[config.mk]
export PLATFORM = sky130hd
export DESIGN_NAME = utf8_decode_line_wrap
export DESIGN_NICKNAME = d
export VERILOG_FILES = /design/src/hw/rtl/udlw_pkg.sv /design/src/hw/rtl/udlw_front.sv /design/src/hw/rtl/udlw_queue.sv /design/src/hw/rtl/udlw_back.sv /design/src/hw/rtl/utf8_decode_line_wrap.sv
export VERILOG_INCLUDE_DIRS = /design/src /design/src/hw/rtl
export SDC_FILE = /design/constraint.sdc
export NUM_CORES = 1
export LEC_CHECK = 0
export ABC_AREA = 1
export BUFFER_PORTS_ARGS = -buffer_cell sky130_fd_sc_hd__buf_2
export CAP_MARGIN = 5
export CORE_MARGIN = 2
export CORE_UTILIZATION = 40
export CTS_BUF_LIST = sky130_fd_sc_hd__clkbuf_4 sky130_fd_sc_hd__clkbuf_8 sky130_fd_sc_hd__clkbuf_16
export DETAILED_ROUTE_END_ITERATION = 7
export PLACE_DENSITY = 0.63
export SYNTH_ARGS = -nofsm -noshare
export SYNTH_HDL_FRONTEND = slang
export SYNTH_SLANG_ARGS = --single-unit
export TNS_END_PERCENT = 1
[constraint.sdc]
create_clock -name clk -period 7.06 [get_ports clk]
set_input_delay 0.353 -clock clk [delete_from_list [all_inputs] [get_ports clk]]
set_output_delay 0.353 -clock clk [all_outputs]
set_load 0.02 [all_outputs]
[src/hw/rtl/utf8_decode_line_wrap_assert.svh]
// ----------------------------------------------------------------------------
// utf8_decode_line_wrap assertion macros
// Shared concurrent check forms for the decoder's modules.
// ----------------------------------------------------------------------------
`ifndef UTF8_DECODE_LINE_WRAP_ASSERT_SVH
`define UTF8_DECODE_LINE_WRAP_ASSERT_SVH

// Same-cycle implication, disabled in reset.
`define UDLW_ASSERT_HOLDS(label, ck, rn, ante, cons) \
    label: assert property (@(posedge ck) disable iff (!rn) (ante) |-> (cons)) \
        else $error("udlw: check failed");

// Next-cycle implication, disabled in reset.
`define UDLW_ASSERT_NEXT(label, ck, rn, ante, cons) \
    label: assert property (@(posedge ck) disable iff (!rn) (ante) |=> (cons)) \
        else $error("udlw: check failed");

`endif

[src/hw/rtl/udlw_pkg.sv]
// ----------------------------------------------------------------------------
// udlw_pkg
// Types and constants shared by the UTF-8 row decoder modules.
// ----------------------------------------------------------------------------
package udlw_pkg;

    localparam int QUEUE_DEPTH_DEFAULT = 4;

    localparam int CFG_INDEX_W = 1;
    localparam int CFG_DATA_W  = 8;

    localparam logic [CFG_INDEX_W-1:0] REG_SCREEN_COLUMNS = 1'b0;
    localparam logic [CFG_INDEX_W-1:0] REG_SIDE_MARGIN    = 1'b1;

    localparam logic [7:0] SCREEN_COLUMNS_RESET = 8'd80;
    localparam logic [5:0] SIDE_MARGIN_RESET    = 6'd5;

    localparam logic KIND_CHAR     = 1'b0;
    localparam logic KIND_LINE_END = 1'b1;

    typedef struct packed {
        logic [7:0] screen_columns;
        logic [5:0] side_margin;
    } udlw_cfg_t;

    // Work for one byte: optional wrap line end, optional character,
    // optional row line end, emitted in that order.
    typedef struct packed {
        logic        wrap;
        logic [7:0]  wrap_pad;
        logic        chr;
        logic [15:0] cp;
        logic        row;
        logic [7:0]  row_pad;
    } udlw_op_t;

endpackage

[src/hw/rtl/udlw_front.sv]
// ----------------------------------------------------------------------------
// udlw_front
// Decodes UTF-8 bytes, tracks segment columns and builds at most one op per byte.
// ----------------------------------------------------------------------------
`include "utf8_decode_line_wrap_assert.svh"

module udlw_front (
    input  logic                 clk,
    input  logic                 rst_n,
    input  udlw_pkg::udlw_cfg_t  cfg,
    input  logic                 push,
    input  logic                 q_full,
    input  logic [7:0]           text_byte,
    input  logic                 row_end,
    output logic                 op_push,
    output udlw_pkg::udlw_op_t   op
);
    import udlw_pkg::*;

    localparam logic [1:0] PEND_NONE = 2'd0;
    localparam logic [1:0] PEND_ONE  = 2'd1;
    localparam logic [1:0] PEND_TWO  = 2'd2;

    logic [1:0]  bytes_pending_reg, bytes_pending_next;
    logic [15:0] partial_code_reg, partial_code_next;
    logic [8:0]  column_count_reg, column_count_next;
    logic        segment_open_reg, segment_open_next;

    logic        accept;
    logic        have_cp;
    logic [15:0] cp;
    logic signed [9:0] lim_raw;
    logic [7:0]  limit;
    logic        wrap;
    logic [8:0]  count_a;
    logic [8:0]  count_b;
    logic        seg_b;
    logic        row_line;

    function automatic logic [7:0] pad_calc(input logic [7:0] cols,
                                            input logic [5:0] margin,
                                            input logic [8:0] count);
        logic signed [10:0] p;
        p = $signed({3'b000, cols}) - $signed({5'b00000, margin})
            - $signed({2'b00, count});
        pad_calc = (p < 0) ? 8'd0 : p[7:0];
    endfunction

    assign accept = push && !q_full;

    // byte decode
    always_comb
    begin
        bytes_pending_next = bytes_pending_reg;
        partial_code_next  = partial_code_reg;
        have_cp            = 1'b0;
        cp                 = '0;
        case (bytes_pending_reg)
            PEND_TWO:
            begin
                partial_code_next  = partial_code_reg | {4'b0000, text_byte[5:0], 6'b000000};
                bytes_pending_next = PEND_ONE;
            end
            PEND_ONE:
            begin
                cp                 = partial_code_reg | {10'b0, text_byte[5:0]};
                have_cp            = 1'b1;
                bytes_pending_next = PEND_NONE;
                partial_code_next  = '0;
            end
            default:
            begin
                // lead byte; anything not ASCII or 110xxxxx opens a 3-byte form
                if (!text_byte[7])
                begin
                    cp      = {8'b0, text_byte};
                    have_cp = 1'b1;
                end
                else if (text_byte[7:5] == 3'b110)
                begin
                    partial_code_next  = {5'b0, text_byte[4:0], 6'b000000};
                    bytes_pending_next = PEND_ONE;
                end
                else
                begin
                    partial_code_next  = {text_byte[3:0], 12'b0};
                    bytes_pending_next = PEND_TWO;
                end
            end
        endcase
        // row cut mid-sequence: flush with zero bits
        if (row_end && bytes_pending_next != PEND_NONE)
        begin
            cp                 = partial_code_next;
            have_cp            = 1'b1;
            bytes_pending_next = PEND_NONE;
            partial_code_next  = '0;
        end
    end

    // column accounting and wrap
    always_comb
    begin
        lim_raw = $signed({2'b00, cfg.screen_columns}) - $signed({3'b000, cfg.side_margin, 1'b0});
        limit   = (lim_raw < 10'sd1) ? 8'd1 : lim_raw[7:0];
        wrap    = have_cp && (column_count_reg >= {1'b0, limit});
        count_a = wrap ? 9'd0 : column_count_reg;
        seg_b   = wrap ? 1'b0 : segment_open_reg;
        count_b = count_a;
        if (have_cp)
        begin
            count_b = count_a + 9'd1 + ((cp == 16'h0009) ? 9'd3 : 9'd0)
                      + ((|cp[15:7]) ? 9'd1 : 9'd0);
            seg_b   = 1'b1;
        end
        row_line = row_end && seg_b;

        op.wrap     = wrap;
        op.wrap_pad = pad_calc(cfg.screen_columns, cfg.side_margin, column_count_reg);
        op.chr      = have_cp;
        op.cp       = cp;
        op.row      = row_line;
        op.row_pad  = pad_calc(cfg.screen_columns, cfg.side_margin, count_b);

        column_count_next = row_end ? 9'd0 : count_b;
        segment_open_next = row_end ? 1'b0 : seg_b;
    end

    assign op_push = accept && (wrap || have_cp || row_line);

    always_ff @(posedge clk or negedge rst_n)
    begin
        if (!rst_n)
        begin
            bytes_pending_reg <= PEND_NONE;
            partial_code_reg  <= '0;
            column_count_reg  <= '0;
            segment_open_reg  <= 1'b0;
        end
        else if (accept)
        begin
            bytes_pending_reg <= bytes_pending_next;
            partial_code_reg  <= partial_code_next;
            column_count_reg  <= column_count_next;
            segment_open_reg  <= segment_open_next;
        end
    end

    `UDLW_ASSERT_NEXT(a_row_end_clears, clk, rst_n, accept && row_end, column_count_reg == 9'd0 && !segment_open_reg && bytes_pending_reg == PEND_NONE)
    `UDLW_ASSERT_HOLDS(a_count_bounded, clk, rst_n, 1'b1, column_count_reg <= 9'd260)

endmodule

[src/hw/rtl/udlw_queue.sv]
// ----------------------------------------------------------------------------
// udlw_queue
// Short op queue between the decode front and the result back end.
// ----------------------------------------------------------------------------
`include "utf8_decode_line_wrap_assert.svh"

module udlw_queue #(
    parameter int DEPTH = udlw_pkg::QUEUE_DEPTH_DEFAULT
) (
    input  logic                clk,
    input  logic                rst_n,
    input  logic                wr_en,
    input  udlw_pkg::udlw_op_t  wr_op,
    output logic                full,
    input  logic                rd_en,
    output logic                rd_valid,
    output udlw_pkg::udlw_op_t  rd_op
);
    import udlw_pkg::*;

    localparam int PTR_W = (DEPTH > 1) ? $clog2(DEPTH) : 1;
    localparam int CNT_W = $clog2(DEPTH + 1);

    udlw_op_t            mem_reg [DEPTH];
    logic [PTR_W-1:0]    wr_ptr_reg, wr_ptr_next;
    logic [PTR_W-1:0]    rd_ptr_reg, rd_ptr_next;
    logic [CNT_W-1:0]    count_reg, count_next;

    assign full     = (count_reg == CNT_W'(DEPTH));
    assign rd_valid = (count_reg != '0);
    assign rd_op    = mem_reg[rd_ptr_reg];

    always_comb
    begin
        wr_ptr_next = wr_ptr_reg;
        rd_ptr_next = rd_ptr_reg;
        count_next  = count_reg;
        if (wr_en)
        begin
            wr_ptr_next = (wr_ptr_reg == PTR_W'(DEPTH - 1)) ? '0 : wr_ptr_reg + 1'b1;
        end
        if (rd_en)
        begin
            rd_ptr_next = (rd_ptr_reg == PTR_W'(DEPTH - 1)) ? '0 : rd_ptr_reg + 1'b1;
        end
        if (wr_en && !rd_en)
        begin
            count_next = count_reg + 1'b1;
        end
        else if (rd_en && !wr_en)
        begin
            count_next = count_reg - 1'b1;
        end
    end

    always_ff @(posedge clk or negedge rst_n)
    begin
        if (!rst_n)
        begin
            wr_ptr_reg <= '0;
            rd_ptr_reg <= '0;
            count_reg  <= '0;
        end
        else
        begin
            wr_ptr_reg <= wr_ptr_next;
            rd_ptr_reg <= rd_ptr_next;
            count_reg  <= count_next;
        end
    end

    always_ff @(posedge clk)
    begin
        if (wr_en)
        begin
            mem_reg[wr_ptr_reg] <= wr_op;
        end
    end

    `UDLW_ASSERT_HOLDS(a_no_overflow, clk, rst_n, wr_en, !full || rd_en)
    `UDLW_ASSERT_HOLDS(a_no_underflow, clk, rst_n, rd_en, count_reg != '0)

endmodule

[src/hw/rtl/udlw_back.sv]
// ----------------------------------------------------------------------------
// udlw_back
// Expands each queued op into its result words through an output register.
// ----------------------------------------------------------------------------
`include "utf8_decode_line_wrap_assert.svh"

module udlw_back (
    input  logic                clk,
    input  logic                rst_n,
    input  logic                q_valid,
    input  udlw_pkg::udlw_op_t  q_op,
    output logic                q_pop,
    output logic                empty,
    input  logic                pop,
    output logic                kind,
    output logic [15:0]         code_point,
    output logic [7:0]          pad_count,
    output logic                last
);
    import udlw_pkg::*;

    // part bits: [0] wrap line end, [1] character, [2] row line end
    logic [2:0]  done_reg, done_next;
    logic        out_valid_reg, out_valid_next;
    logic        kind_reg;
    logic [15:0] code_point_reg;
    logic [7:0]  pad_count_reg;
    logic        last_reg;

    logic [2:0]  remaining;
    logic [2:0]  sel;
    logic        is_last;
    logic        load;

    always_comb
    begin
        remaining = {q_op.row, q_op.chr, q_op.wrap} & ~done_reg;
        if (remaining[0])
        begin
            sel = 3'b001;
        end
        else if (remaining[1])
        begin
            sel = 3'b010;
        end
        else
        begin
            sel = 3'b100;
        end
        is_last = ((remaining & ~sel) == 3'b000);
        load    = q_valid && (!out_valid_reg || pop);
        q_pop   = load && is_last;

        done_next = done_reg;
        if (load)
        begin
            done_next = is_last ? 3'b000 : (done_reg | sel);
        end

        out_valid_next = out_valid_reg;
        if (load)
        begin
            out_valid_next = 1'b1;
        end
        else if (pop)
        begin
            out_valid_next = 1'b0;
        end
    end

    always_ff @(posedge clk or negedge rst_n)
    begin
        if (!rst_n)
        begin
            done_reg      <= '0;
            out_valid_reg <= 1'b0;
        end
        else
        begin
            done_reg      <= done_next;
            out_valid_reg <= out_valid_next;
        end
    end

    always_ff @(posedge clk)
    begin
        if (load)
        begin
            last_reg <= is_last;
            if (sel[1])
            begin
                kind_reg       <= KIND_CHAR;
                code_point_reg <= q_op.cp;
                pad_count_reg  <= 8'd0;
            end
            else
            begin
                kind_reg       <= KIND_LINE_END;
                code_point_reg <= 16'd0;
                pad_count_reg  <= sel[0] ? q_op.wrap_pad : q_op.row_pad;
            end
        end
    end

    assign empty      = !out_valid_reg;
    assign kind       = kind_reg;
    assign code_point = code_point_reg;
    assign pad_count  = pad_count_reg;
    assign last       = last_reg;

    `UDLW_ASSERT_HOLDS(a_done_idle_clear, clk, rst_n, !q_valid, done_reg == 3'b000)

endmodule

[src/hw/rtl/utf8_decode_line_wrap.sv]
// ----------------------------------------------------------------------------
// utf8_decode_line_wrap
// UTF-8 row decoder to 16-bit code points with column count and line wrap.
// ----------------------------------------------------------------------------
// Takes one text byte per cycle while full is low. The front decodes the
// byte and settles the segment's column count in the same cycle, queuing at
// most one op per byte; a byte that only extends a sequence queues nothing.
// The back end turns each op into one to three result words (wrap line end,
// character, row line end) at one word per cycle through an output register
// while the result side pops, so sustained input rate is one byte per
// cycle as long as the result side drains as many words as bytes produce;
// otherwise the QUEUE_DEPTH-entry op queue fills and full rises. A byte's op
// is written into the op queue and then loaded into the output register, and
// its first result word can be popped once empty is low. Configuration writes
// are registered and apply to bytes taken after the write.
module utf8_decode_line_wrap #(
    parameter int QUEUE_DEPTH = udlw_pkg::QUEUE_DEPTH_DEFAULT
) (
    input  logic                              clk,
    input  logic                              rst_n,
    input  logic                              cfg_wr_en,
    input  logic [udlw_pkg::CFG_INDEX_W-1:0]  cfg_index,
    input  logic [udlw_pkg::CFG_DATA_W-1:0]   cfg_data,
    input  logic                              push,
    output logic                              full,
    input  logic [7:0]                        text_byte,
    input  logic                              row_end,
    output logic                              empty,
    input  logic                              pop,
    output logic                              kind,
    output logic [15:0]                       code_point,
    output logic [7:0]                        pad_count,
    output logic                              last
);
    import udlw_pkg::*;

    udlw_cfg_t cfg_reg;
    logic      op_push;
    udlw_op_t  op;
    logic      q_valid;
    logic      q_pop;
    udlw_op_t  q_op;

    always_ff @(posedge clk or negedge rst_n)
    begin
        if (!rst_n)
        begin
            cfg_reg.screen_columns <= SCREEN_COLUMNS_RESET;
            cfg_reg.side_margin    <= SIDE_MARGIN_RESET;
        end
        else if (cfg_wr_en)
        begin
            case (cfg_index)
                REG_SCREEN_COLUMNS: cfg_reg.screen_columns <= cfg_data[7:0];
                REG_SIDE_MARGIN:    cfg_reg.side_margin    <= cfg_data[5:0];
                default:            cfg_reg                <= cfg_reg;
            endcase
        end
    end

    udlw_front u_front (
        .clk       (clk),
        .rst_n     (rst_n),
        .cfg       (cfg_reg),
        .push      (push),
        .q_full    (full),
        .text_byte (text_byte),
        .row_end   (row_end),
        .op_push   (op_push),
        .op        (op)
    );

    udlw_queue #(
        .DEPTH (QUEUE_DEPTH)
    ) u_queue (
        .clk      (clk),
        .rst_n    (rst_n),
        .wr_en    (op_push),
        .wr_op    (op),
        .full     (full),
        .rd_en    (q_pop),
        .rd_valid (q_valid),
        .rd_op    (q_op)
    );

    udlw_back u_back (
        .clk        (clk),
        .rst_n      (rst_n),
        .q_valid    (q_valid),
        .q_op       (q_op),
        .q_pop      (q_pop),
        .empty      (empty),
        .pop        (pop),
        .kind       (kind),
        .code_point (code_point),
        .pad_count  (pad_count),
        .last       (last)
    );

endmodule

# --- Word-level counts from Yosys, hierarchy flattened ---
# Memories as Yosys holds them, arrays and structs flattened.
# Index checks and enable logic that the tools add are counted.
classes:
  addsub: 11
  n_reduce_logical: 24
  n_eq_ne: 7
  bitwise_logic: 8
  magnitude_cmp: 4
  mux: 38
ops:
  columns: ["cell", "count"]
  rows:
  - ["16-bit 2-to-1 mux", 4]
  - ["16-bit one-hot mux with 2 select lines", 2]
  - ["8-bit 2-to-1 mux", 4]
  - ["9-bit 2-to-1 mux", 3]
  - ["11-bit by 1-bit less-than comparator with 1-bit output (second input constant)", 2]
  - ["9-bit by 10-bit subtractor with 11-bit output", 2]
  - ["9-bit adder", 2]
  - ["16-bit by 4-bit == test with 1-bit output (second input constant)", 1]
  - ["16-bit by 12-bit OR with 16-bit output", 1]
  - ["16-bit by 6-bit OR with 16-bit output", 1]
  - ["3-bit 2-to-1 mux", 5]
  - ["2-bit 2-to-1 mux", 6]
  - ["1-bit 2-to-1 mux", 11]
  - ["10-bit by 2-bit less-than comparator with 1-bit output (second input constant)", 1]
  - ["9-bit by 1-bit adder with 9-bit output (second input constant)", 1]
  - ["9-bit by 8-bit >= comparator with 1-bit output", 1]
  - ["1-bit logical AND", 9]
  - ["9-bit OR reduction", 1]
  - ["8-bit by 6-bit subtractor with 9-bit output", 1]
  - ["8-bit by 7-bit subtractor with 9-bit output", 1]
  - ["7-bit 2-to-1 mux", 1]
  - ["3-bit AND", 2]
  - ["2-bit == test (second input constant)", 3]
  - ["3-bit == test (second input constant)", 2]
  - ["15 further kinds", 25]
totals:
  ramBits: 140
  n_memories: 1
  register_bits: 79
  input_bits: 23
  elab_cells: 108
mem_list:
  columns: ["memory", "words", "word_bits", "rd", "rd_ports_with_merged_regs", "write_ports", "line_no", "source"]
  rows:
  - ["u_queue.mem_reg", 4, 35, 1, 0, 1, "udlw_queue.sv:24", "udlw_op_t mem_reg [DEPTH];"]

# --- Longest topological paths before layout ---
depth:
  depth_word: 17
  mapped_depth: 39

# --- Cells and area by module ---
# Synthesis repeated with hierarchy kept, for this count alone.
hier_totals:
  cells_unflattened: 1158
  hier_area_um2: 11324.6
modules_own_cells:
  columns: ["mod", "seq_area_each_um2", "area_each_um2", "cells_per_inst", "instances"]
  rows:
  - ["udlw_queue", 4379.2, 6012.0, 461, 1]
  - ["udlw_front", 700.7, 3438.3, 517, 1]
  - ["udlw_back", 880.8, 1285.0, 118, 1]
  - ["utf8_decode_line_wrap", 355.3, 589.3, 62, 1]

# --- Worst setup path before layout ---
# OpenSTA, ideal clock, no wires.
synth_timing:
  path_kind: "flip-flop to flip-flop"
  start: "reg cfg_reg[0] (netlist bit)"
  end: "mem u_queue.mem_reg[0][0] (netlist bit) (data pin)"
  setup_slack_ps: 1599
  n_path_buf: 0
  path_stages_with_launch: 34
  setup_ps: 263
  arrival_time_ps: 5198
  period_less_slack_ps: 5461
  path_cell_list: "dfstp_2 > ha_1 > inv_1 > fa_1 > nand3_1 > nand2_1 > a21oi_1 > o21ai_0 > xor2_1 > nand3_1 > nand3b_1 > ha_1 > nand2_1 > nand2_1 > a21oi_1 > nand4_1 > nand2_4 > nand2_1 > ha_1 > inv_1 > ha_1 > fa_1 > or2_2 > a31oi_1 > ha_1 > nand2_1 > nor3_1 > nand2_1 > nand3_1 > a21o_1 > a21oi_1 > nor2_1 > nand3_2 > nor2_1"
synth_lines:
  columns: ["element", "line_no", "source"]
  rows:
  - ["start: declaration", "utf8_decode_line_wrap.sv:37", "udlw_cfg_t cfg_reg;"]
  - ["start signal: assignment", "utf8_decode_line_wrap.sv:56", "default: cfg_reg <= cfg_reg;"]
  - ["end: declaration", "udlw_queue.sv:24", null]

==> results.py <==
metrics = {
    "worst_setup_path": {
        "required_ns": 7.39,
        "timing.critical_path.from_type": "flip-flop",
        "crit_family": "simple AND/OR/NAND/NOR gates",
        "crit_end": "u_queue.mem_reg[0][6]$_DFFE_PP_",
        "end_kind": "flip-flop",
        "worstPathArrival_ns": 6.45,
        "path_depth": 33,
        "reg2reg_from": "cfg_reg[0]$_DFFE_PN1P_",
        "r2r_end": "u_queue.mem_reg[0][6]$_DFFE_PP_",
        "critPathSlowestCell": "dfstp_2",
        "reg2reg_depth": 33,
        "critPathMostFrequentCell": "nand2_1",
        "crit_type": "flip-flop to flip-flop",
        "r2r_slack_ns": 0.94,
        "crit_buf_inv": 2,
        "crit_path_max_incr_delay_ns": 0.55,
        "cp_max_fo": 8,
        "crit_path_start": "cfg_reg[0]$_DFFE_PN1P_",
    },
    "job": {
        "max_cap_viol_count": 0,
    },
    "power_and_ir_drop": {
        "powerDensity_nw_per_um2": 482,
        "p_leak_uw": 0.00496,
        "peakVddDrop_v": 0.000200,
        "total_power_uw": 5890,
    },
    "floorplan": {
        "ios": 51,
        "initial_core_util_pct": 40.5,
        "die_y_um": 169,
        "core.rowCount": 60,
        "die-area_um2": 28400,
        "core_um2": 26800,
        "die_x_um": 169,
    },
    "cells_and_area": {
        "fin_cells": 1480,
        "mostFrequentLayoutCells": "edfxtp_1, nor2_1, nand2_1",
        "largest_reg_flops": 140,
        "synthToLayoutAreaGrowth_pct": 12.7,
        "drive_gt1_share_pct": 12.8,
        "fillers": 2488,
        "antenna_cells": 0,
        "fin_area_um2": 12200,
        "nets": 1199,
        "final_common_cell": "edfxtp_1",
    },
    "timing": {
        "tns_ns": 0,
        "max-slew-margin-rel_pct": 26.2,
        "period_minus_slack_ns": 6.12,
        "setup_viol": 0,
        "rsz0062_at_grt": "no",
        "report.final.hold_viol_count": 24,
        "tightest_slew_ns": 1.11,
        "whs_ns": -0.0137,
        "fin_crit_sh_pct": 86.7,
        "slew_viol_final": 0,
        "clock_skew_ns": 0.0309,
        "fmax_mhz": 163,
    },
    "synthesis": {
        "async_reset_ff_share_pct": 24.2,
        "netlist.area_leader.share_pct": 46.0,
        "synth_cell_types": 49,
        "synth_area_leader_cell": "edfxtp_1",
        "yosys_register_bits": 219,
        "yosysSeqAreaShare_pct": 58.2,
        "yosysWarnings": 0,
        "avgSynthCellArea_um2": 10.1,
        "netlist_instances": 1071,
        "synth_area_leaders": "edfxtp_1, dfrtp_1, ha_1",
        "synth_flop_cell": "edfxtp_1",
        "synth-edff-count": 166,
        "syn_area_um2": 10800,
        "syn-num-nets": 1149,
    },
    "min_path": {
        "hold_path_class": "input pin to asynchronous set/reset pin",
    },
    "placement": {
        "place_area_um2": 11500,
        "gp_congestion": 0.862,
        "port_buffers": 50,
        "hpwlAfterDp_mm": 15.8,
        "placed_cells": 1436,
    },
    "global_route": {
        "grt_pass1_wl_mm": 38.6,
        "grt-ovfl-total": 0,
        "grt_max_degree": 73,
        "grtUsageTotal_pct": 17.0,
        "antenna_found_initial": 0,
        "grt_pass1_vias": 7338,
    },
    "cts": {
        "cts_tree": "yes",
        "clock_latency_ns": 0.53,
        "cts.sinks": 219,
        "clockBufferDepth": 3,
        "cts_setup_buffers": 0,
        "h-tree-depth": 1,
        "cts_root_buf": "clkbuf_16",
        "cts.hold.buffers_added": 0,
        "cts_buffers": 24,
        "path_clk_slew_ns": 0.06,
        "cts_resized": 0,
    },
    "status": {
        "violations": "negative hold slack",
        "outcome": "complete, but fails checks",
    },
    "route": {
        "drtIter0Drc": 564,
        "dr.pass1.iters": 5,
        "drc": 0,
        "wl_per_cell_um": 16.0,
        "ant_nets": 0,
        "vias_per_cell": 5.08,
        "vias": 7525,
        "wl_mm": 23.7,
    },
}
-- layer usage --
layer	GRT usage [%]	up-vias	share of wire, %
met5	0	-	0
met4	3.45	0	1.4
met3	2.10	27	4.5
met2	29.0	147	47
met1	23.5	3560	47
li1	-	3791	-
-- area by class of cell --
| type | instances | area, um2 | area share (%) |
|---|---|---|---|
| Clock inverter | 14 | 103 | 0.839 |
| Tap cell | 341 | 427 | 3.49 |
| Clock buffer | 30 | 663 | 5.42 |
| Sequential cell | 219 | 6320 | 51.7 |
| Timing Repair Buffer | 59 | 318 | 2.60 |
| Multi-Input combinational cell | 700 | 3960 | 32.4 |
| Inverter | 117 | 442 | 3.61 |
-- report_power, final --
part,internal [uW],total (uW),switching (uW)
clock network,703,1200,492
registers,1980,2100,115
logic,792,2600,1810
total,3480,5890,2420
-- stage by stage --
step / utilization, % / setup slack, ns
6_report: 45.6 / 0.940
3_5_place_dp: 42.8 / 0.958
4_1_cts: 45.6 / 0.935
5_1_grt: 45.6 / 0.321
3_3_place_gp: 42.8 / 1.16
2_1_floorplan: - / 1.60
-- worst min path at each step --
stage / start / depth (start not counted) / endpoint
floorplan: rst_n / 0 / cfg_reg[11]$_DFFE_PN0P_
global placement: u_front.partial_code_reg[6]$_DFFE_PN0P_ / 2 / u_front.partial_code_reg[6]$_DFFE_PN0P_
detailed placement: u_front.partial_code_reg[6]$_DFFE_PN0P_ / 2 / u_front.partial_code_reg[6]$_DFFE_PN0P_
CTS: rst_n / 2 / u_front.bytes_pending_reg[0]$_DFFE_PN0P_
global route: rst_n / 2 / u_front.partial_code_reg[9]$_DFFE_PN0P_
finish: rst_n / 2 / u_front.bytes_pending_reg[0]$_DFFE_PN0P_
-- cell families (layout without fill, tap and decap cells) --
group                    after synthesis  after routing  synth area share, %
AND/OR/NAND/NOR                      386            386                 15.5
adder cells (fa/ha/maj)               55             55                 6.76
buffers and inverters                152            220                 5.58
AO/OA/AOI/OAI                        233            233                 11.8
flip-flops                           219            219                 58.2
XOR/XNOR                              24             24                 1.94
multiplexers                           2              2                0.208
-- Yosys cell counts (2+ instances only) --
library cell,instances
nand4_1,4
clkbuf_1,23
nor3_1,4
nand2_4,4
nor2_2,4
buf_4,5
or2_2,2
nand2_2,2
fa_1,6
nand3b_1,3
ha_1,49
xnor2_1,8
inv_1,106
nand2_1,137
nand3_2,5
buf_2,5
nand3_1,52
inv_2,10
nor2_1,162
o21ai_2,2
o211ai_1,2
o31ai_1,9
edfxtp_1,166
dfstp_2,4
o22ai_1,28
o21ai_0,120
o21ai_1,9
nand4_4,2
o31ai_2,2
xor2_1,16
a31oi_1,2
dfrtp_1,49
a21oi_1,50
nor2_4,2
nor4_1,2
mux2_2,2
No activity file was read; power rests on OpenSTA's default activity.
